$ cat src/hw/rtl/emau_pkg.sv
`timescale 1ns / 1ps

package emau_pkg;

    // store geometry
    localparam int PAGE_BYTES     = 4096;
    localparam int MEM_ADDR_BITS  = 16;
    localparam int WORD_ADDR_BITS = MEM_ADDR_BITS - 3;
    localparam int WORD_COUNT     = 1 << WORD_ADDR_BITS;
    localparam int WORD_BITS      = 64;

    localparam logic [31:0] PAGE_LIMIT = 32'(PAGE_BYTES);
    localparam logic [32:0] MEM_BYTES  = 33'(64'(1) << MEM_ADDR_BITS);

    // stream packing
    localparam int S_TDATA_BITS = 104;
    localparam int M_TDATA_BITS = 64;

    // front to back queue
    localparam int QUEUE_DEPTH      = 2;
    localparam int QUEUE_PTR_BITS   = $clog2(QUEUE_DEPTH);
    localparam int QUEUE_COUNT_BITS = $clog2(QUEUE_DEPTH + 1);

    localparam logic CMD_READ  = 1'b0;
    localparam logic CMD_WRITE = 1'b1;

    typedef logic [WORD_ADDR_BITS-1:0] word_idx_t;

    // classified request as queued between front and back
    typedef struct packed {
        logic                 is_write;
        logic                 fault;
        logic [1:0]           size;
        word_idx_t            word_idx;
        logic [2:0]           offset;
        logic [WORD_BITS-1:0] wdata;
    } req_t;

    // byte count of an access, 1..8
    function automatic logic [3:0] size_bytes(input logic [1:0] size);
        return 4'd1 << size;
    endfunction

endpackage

$ cat src/hw/rtl/emau_front.sv
`timescale 1ns / 1ps

module emau_front (
    input  logic                                aclk,
    input  logic                                aresetn,
    input  logic                                s_tvalid,
    output logic                                s_tready,
    input  logic                                s_tuser,
    input  logic [emau_pkg::S_TDATA_BITS-1:0]   s_tdata,
    output logic                                q_valid,
    output emau_pkg::req_t                      q_req,
    input  logic                                q_pop
);

    logic [1:0]     in_size;
    logic [31:0]    in_addr;
    logic [32:0]    end_addr;
    emau_pkg::req_t in_req;

    emau_pkg::req_t                                entries_reg [emau_pkg::QUEUE_DEPTH];
    logic [emau_pkg::QUEUE_PTR_BITS-1:0]           wr_ptr_reg, wr_ptr_next;
    logic [emau_pkg::QUEUE_PTR_BITS-1:0]           rd_ptr_reg, rd_ptr_next;
    logic [emau_pkg::QUEUE_COUNT_BITS-1:0]         count_reg, count_next;
    logic                                          push, pop;

    // classify: null page / past-end check, word split
    assign in_size  = s_tdata[1:0];
    assign in_addr  = s_tdata[33:2];
    assign end_addr = {1'b0, in_addr} + 33'(emau_pkg::size_bytes(in_size));

    always_comb begin
        in_req.is_write = (s_tuser == emau_pkg::CMD_WRITE);
        in_req.fault    = (in_addr < emau_pkg::PAGE_LIMIT) || (end_addr > emau_pkg::MEM_BYTES);
        in_req.size     = in_size;
        in_req.word_idx = in_addr[emau_pkg::MEM_ADDR_BITS-1:3];
        in_req.offset   = in_addr[2:0];
        in_req.wdata    = s_tdata[97:34];
    end

    assign s_tready = (count_reg != emau_pkg::QUEUE_COUNT_BITS'(emau_pkg::QUEUE_DEPTH));
    assign q_valid  = (count_reg != '0);
    assign q_req    = entries_reg[rd_ptr_reg];
    assign push     = s_tvalid && s_tready;
    assign pop      = q_pop && q_valid;

    always_comb begin
        wr_ptr_next = wr_ptr_reg;
        rd_ptr_next = rd_ptr_reg;
        count_next  = count_reg;
        if (push) begin
            wr_ptr_next = (wr_ptr_reg == emau_pkg::QUEUE_PTR_BITS'(emau_pkg::QUEUE_DEPTH - 1))
                        ? '0 : wr_ptr_reg + 1'b1;
        end
        if (pop) begin
            rd_ptr_next = (rd_ptr_reg == emau_pkg::QUEUE_PTR_BITS'(emau_pkg::QUEUE_DEPTH - 1))
                        ? '0 : rd_ptr_reg + 1'b1;
        end
        if (push && !pop) begin
            count_next = count_reg + 1'b1;
        end else if (pop && !push) begin
            count_next = count_reg - 1'b1;
        end
    end

    always_ff @(posedge aclk) begin
        if (!aresetn) begin
            wr_ptr_reg <= '0;
            rd_ptr_reg <= '0;
            count_reg  <= '0;
        end else begin
            wr_ptr_reg <= wr_ptr_next;
            rd_ptr_reg <= rd_ptr_next;
            count_reg  <= count_next;
        end
    end

    always_ff @(posedge aclk) begin
        if (push) begin
            entries_reg[wr_ptr_reg] <= in_req;
        end
    end

endmodule

$ cat config.mk
export PLATFORM = sky130hd
export DESIGN_NAME = emau_front
export DESIGN_NICKNAME = d
export VERILOG_FILES = /design/src/hw/rtl/emau_pkg.sv /design/src/hw/rtl/emau_front.sv
export SDC_FILE = /design/constraint.sdc
export NUM_CORES = 1
export LEC_CHECK = 0
export BUFFER_PORTS_ARGS = -buffer_cell sky130_fd_sc_hd__buf_4
export CAP_MARGIN = 20
export CORE_UTILIZATION = 52
export DETAILED_ROUTE_END_ITERATION = 10
export PLACE_DENSITY = 0.79
export SYNTH_ARGS = -nofsm -noshare
export SYNTH_HDL_FRONTEND = slang
export SYNTH_SLANG_ARGS = --single-unit
$ cat constraint.sdc
create_clock -name aclk -period 7.39 [get_ports aclk]
set_input_delay 1.478 -clock aclk [delete_from_list [all_inputs] [get_ports aclk]]
set_output_delay 1.478 -clock aclk [all_outputs]
set_load 0.01 [all_outputs]
; ---- After elaboration in Yosys (flattened, before gate mapping)
; Memories as Yosys holds them, arrays and structs flattened. A register that Yosys moved wholly into a read port is not among the register bits.
; Index checks and enable logic that the tools add are counted.
[op_classes]
order_cmp = 2
n_div = 0
n_shift = 1
n_addsub = 5
mux = 8
mul = 0
n_eq_ne = 1
bitwise = 0
n_reduce_logical = 9
[op_table]
columns = operator, n
row1 = $add 32x4->33, 1
row2 = $gt 33x17->1 const B, 1
row3 = $lt 32x13->1 const B, 1
row4 = $mux 1, 6
row5 = $logic_and 1x1->1, 4
row6 = $mux 2, 2
row7 = $reduce_bool 2->1, 2
row8 = $shl 1x2->4 const A, 1
row9 = $add 1x1->1 const B, 2
row10 = $add 2x1->2 const B, 1
row11 = $logic_not 1->1, 2
row12 = $ne 2x2->1 const B, 1
row13 = $sub 2x1->2 const B, 1
row14 = $logic_or 1x1->1, 1
[word_totals]
mem_count = 1
ff_bits = 4
latch_bits = 0
romBits = 0
mem_bits_rw = 168
word_cells = 30
in_bits = 109
output_inout_bits = 86
[mem_list]
columns = memory, words, width, read_ports, rd_clocked_by_memory_dff, wr, line
row1 = entries_reg, 2, 84, 1, 1, 1, emau_front.sv:20  ; emau_pkg::req_t entries_reg [emau_pkg::QUEUE_DEPTH];

; ---- Longest topological paths before layout
[depth]
ltp_word = 6
ltp_mapped = 10
depth_no_buf = 10

; ---- Worst setup path after synthesis
; Ideal clock, no wire load.
[synth_timing]
path_kind = in2reg
start = in s_tvalid
end = mem entries_reg[0][0] (netlist name), enable pin
path_slack_ps = 1782
stages = 2
required_time_ps = 6862
t_arrival_ps = 5080
n_path_buf = 0
setup_ps = 528
path_cell_list = nand2_1 > nor2_1
[synth_via]
elab_chain_len = 3
[synth_rtl]
columns = item, line
row1 = "start, declared", emau_front.sv:6  ; input logic s_tvalid,
row2 = $logic_and 1x1->1, emau_front.sv:43  ; assign push = s_tvalid && s_tready;
row3 = $mux 1, emau_front.sv:78  ; if (push) begin
row4 = $mux 1 (implied by the code), emau_front.sv:79  ; entries_reg[wr_ptr_reg] <= in_req;
row5 = "end, declared", emau_front.sv:20
; Every way passes these cells.

==> impl_results.md <==
* Main synth FF type: edfxtp_1
* DR vias/cell at 5.454
* Mapped Nets at 535
* Max Clock Skew at roughly 0.0085 ns
* Starting Density at 0.5360
* Number of flops mapped to enable cells by yosys at between 150 and 200
* Area delta synth->final at 31.51%
* Area of the mapped netlist at slightly above 7000 sq um
* Non-Filler Instances at 809
* Most frequent cells in the layout: 189 x buf_4, 168 x edfxtp_1, 85 x mux2_2
* Final Max Tran Viols at 0
* Max VDD drop at between 100 and 150 uV
* Worst Hold Depth at 2
* Asr flop ratio synth at 0
* Reg-to-reg setup timing slack at 4.83 ns
* Die Wd at between 100 and 150 um
* Vias in the first global route at between 4k and 5k
* Initial antenna violation count at 0
* Worst r2r path cells at 4
* Hold EP: count_reg[1]
* Place WS at around 2.9 ns
* Lkg Pwr at between 3 and 4 nW
* CTS tree: done
* Top cell type by total area after synthesis: edfxtp_1
* Number of iterations in the first detailed-routing pass at 4
* GRT Util Overall at 0.2147
* Distinct cells, synth at 52
* HP Start: count_reg[1]
* Later-pin clock latency in the skew report at 0.43 ns
* RePlAce Congestion at just under 0.9
* Slew HR at 0.3785
* Capture point of the worst reg-to-reg path: entries_reg[0][8]
* Yosys warns at 0
* Yosys top cell area share at 0.7079
* Pwr/cell area at about 310 nW/um^2
* CTS max path bufs at 2
* Setup crit end kind: flop
* CP arrival at roughly 4.2 ns
* Placed insts at slightly below 800
* Number of flip-flops in the largest register at around 170
* Setup Buffers After CTS at 0
* Final global-route overflow total at 0
* Hpwl dp at just under 10000 um
* Via count at 4412
* Final Cycle Share at 0.5513
* Final Worst Setup Slack at 3.316 ns
* WL per Instance at ~18 um
* H-tree lvl count at 4
* Area contributors post-synth: edfxtp_1 71%, mux2_2 13%, dfxtp_1 1.4%, nand2_1 0.90%, ha_1 0.88%
* Most common cell after layout, fill and taps aside: buf_4
* First-pass GRT wire length at 22670 um
* Syn Area/Cell at between 15 and 20 sq um
* Clock root cell: clkbuf_16
* FF+latch count, synth at roughly 170
* MaxCap Viol Count at 0
* CTS Buf Count at 17
* Status: finished, final reports clean
* Setup Viol. Count Final at 0
* Routed Wire Length at 14840 um
* Setup tns final at 0 ns
* Gates resized, CTS repair at 0
* Drc violations at 0
* Antenna Cells at 0
* Share of cells above drive strength 1 at 0.5024
* Largest net degree at the start of global routing at 85
* Post-route ant nets at 0
* Post-layout min period at between 4 and 5 ns
* Hold Path Class: flop to flop
* Crit path max fanout at 7
* Critical setup path kind: input pin to flop
* Synthesized instance count at 420
* Initial detailed-routing violation count at roughly 310
* FF-to-FF Start: count_reg[0]
* Max Freq at 245.4 MHz
* Post-layout util at 0.7050
* CTS clk-pin slew, worst paths at ~0.06 ns
* Post-synthesis sequential area ratio at 0.7219
* PortBufs at around 190
* CTS Sinks at about 170
* # IOs at slightly below 200
* Die ar. at 14180 sq um
* Worst slew pin tran at ~0.93 ns
* Hold Violations, Final at 0
* Worst path required time at between 7 and 8 ns
* Nets@finish at approximately 740
* Row count at 42
* Hold-fix buffers, CTS at 0
* Die H at 119.1 um
* Crit start category: input pin
* RSZ-0062 raised after global routing: false
* Core area at 13300 sq um
-- synth_stat cells, drive strengths merged, types with 3 or more instances --
cell type,number
ha,5
xnor2,4
or2,3
edfxtp,168
nand2,17
xor2,4
mux2,86
inv,5
o21ai,9
and2,5
nor3,6
dfxtp,5
clkbuf,9
and3,5
nand3,13
nor4,11
nor2,12
nand4,8
a21oi,7
-- cell type report --
type	instances	area, sq um
clock buffers	22	464.2
clock inverters	10	116.4
fillers	888	3923
inverters	5	18.77
multi-input cells	232	1931
flip-flops and latches	173	5149
well taps	176	220.2
repair buffers	191	1474
-- worst max-delay path by stage --
stage                    start  slack [ns]  cells after the start                  to
CTS                 s_tdata[0]        3.32                     11  entries_reg[1][82]
global route        s_tdata[0]        3.17                     11  entries_reg[1][82]
finish              s_tdata[0]        3.32                     11  entries_reg[1][82]
floorplan             s_tvalid        1.78                      2   entries_reg[0][0]
detailed placement  s_tdata[0]        2.89                     11  entries_reg[1][82]
global placement    s_tdata[0]        2.93                     11  entries_reg[0][82]
-- report_power, final --
group / switching (mW) / internal [mW] / total, mW
clock network: 0.347 / 0.515 / 0.862
registers: 0.0557 / 1.23 / 1.28
logic: 0.357 / 0.406 / 0.763
total: 0.760 / 2.15 / 2.91
-- worst max-delay path, stage by stage --
cell and delay [ns]:
buf_4 0.11, nor2_1 0.05, ha_1 0.20, fa_1 0.43, a211oi_2 0.40, nor2_2 0.18
xnor2_1 0.17, nand3_1 0.10, nor4_1 0.36, o221ai_1 0.19, or4_1 0.57
-- per-layer routing --
metal / routed length, um / share of wire / vias to the layer above / GRT usage
li1: - / - / 2072 / -
met1: 5967 / 0.40 / 2140 / 0.2663
met2: 7614 / 0.51 / 179 / 0.3645
met3: 986 / 0.066 / 21 / 0.04646
met4: 275 / 0.019 / 0 / 0.08940
met5: 0 / 0 / - / 0
-- per-stage QoR --
stage               cell area (sq um)  hold slack (ns)  total power, mW
floorplan                        7127           0.4728            1.699
global placement                 8737           0.4838            2.035
detailed placement               8737           0.5569            2.057
CTS                              9318           0.5655            2.918
global route                     9373           0.6034            3.022
finish                           9373           0.5661            2.907
-- kinds of logic (layout without fill, tap and decap cells) --
kind of cell | count (synthesis) | count (layout) | share of synthesized area
xor+xnor | 8 | 8 | 0.009830
mux | 88 | 88 | 0.1387
fa+ha+maj | 6 | 6 | 0.01159
simple gates | 95 | 95 | 0.07602
buf+inv | 15 | 228 | 0.008953
compound gates | 35 | 35 | 0.03301
flops | 173 | 173 | 0.7219
No activity file was read; power rests on OpenSTA's default activity.
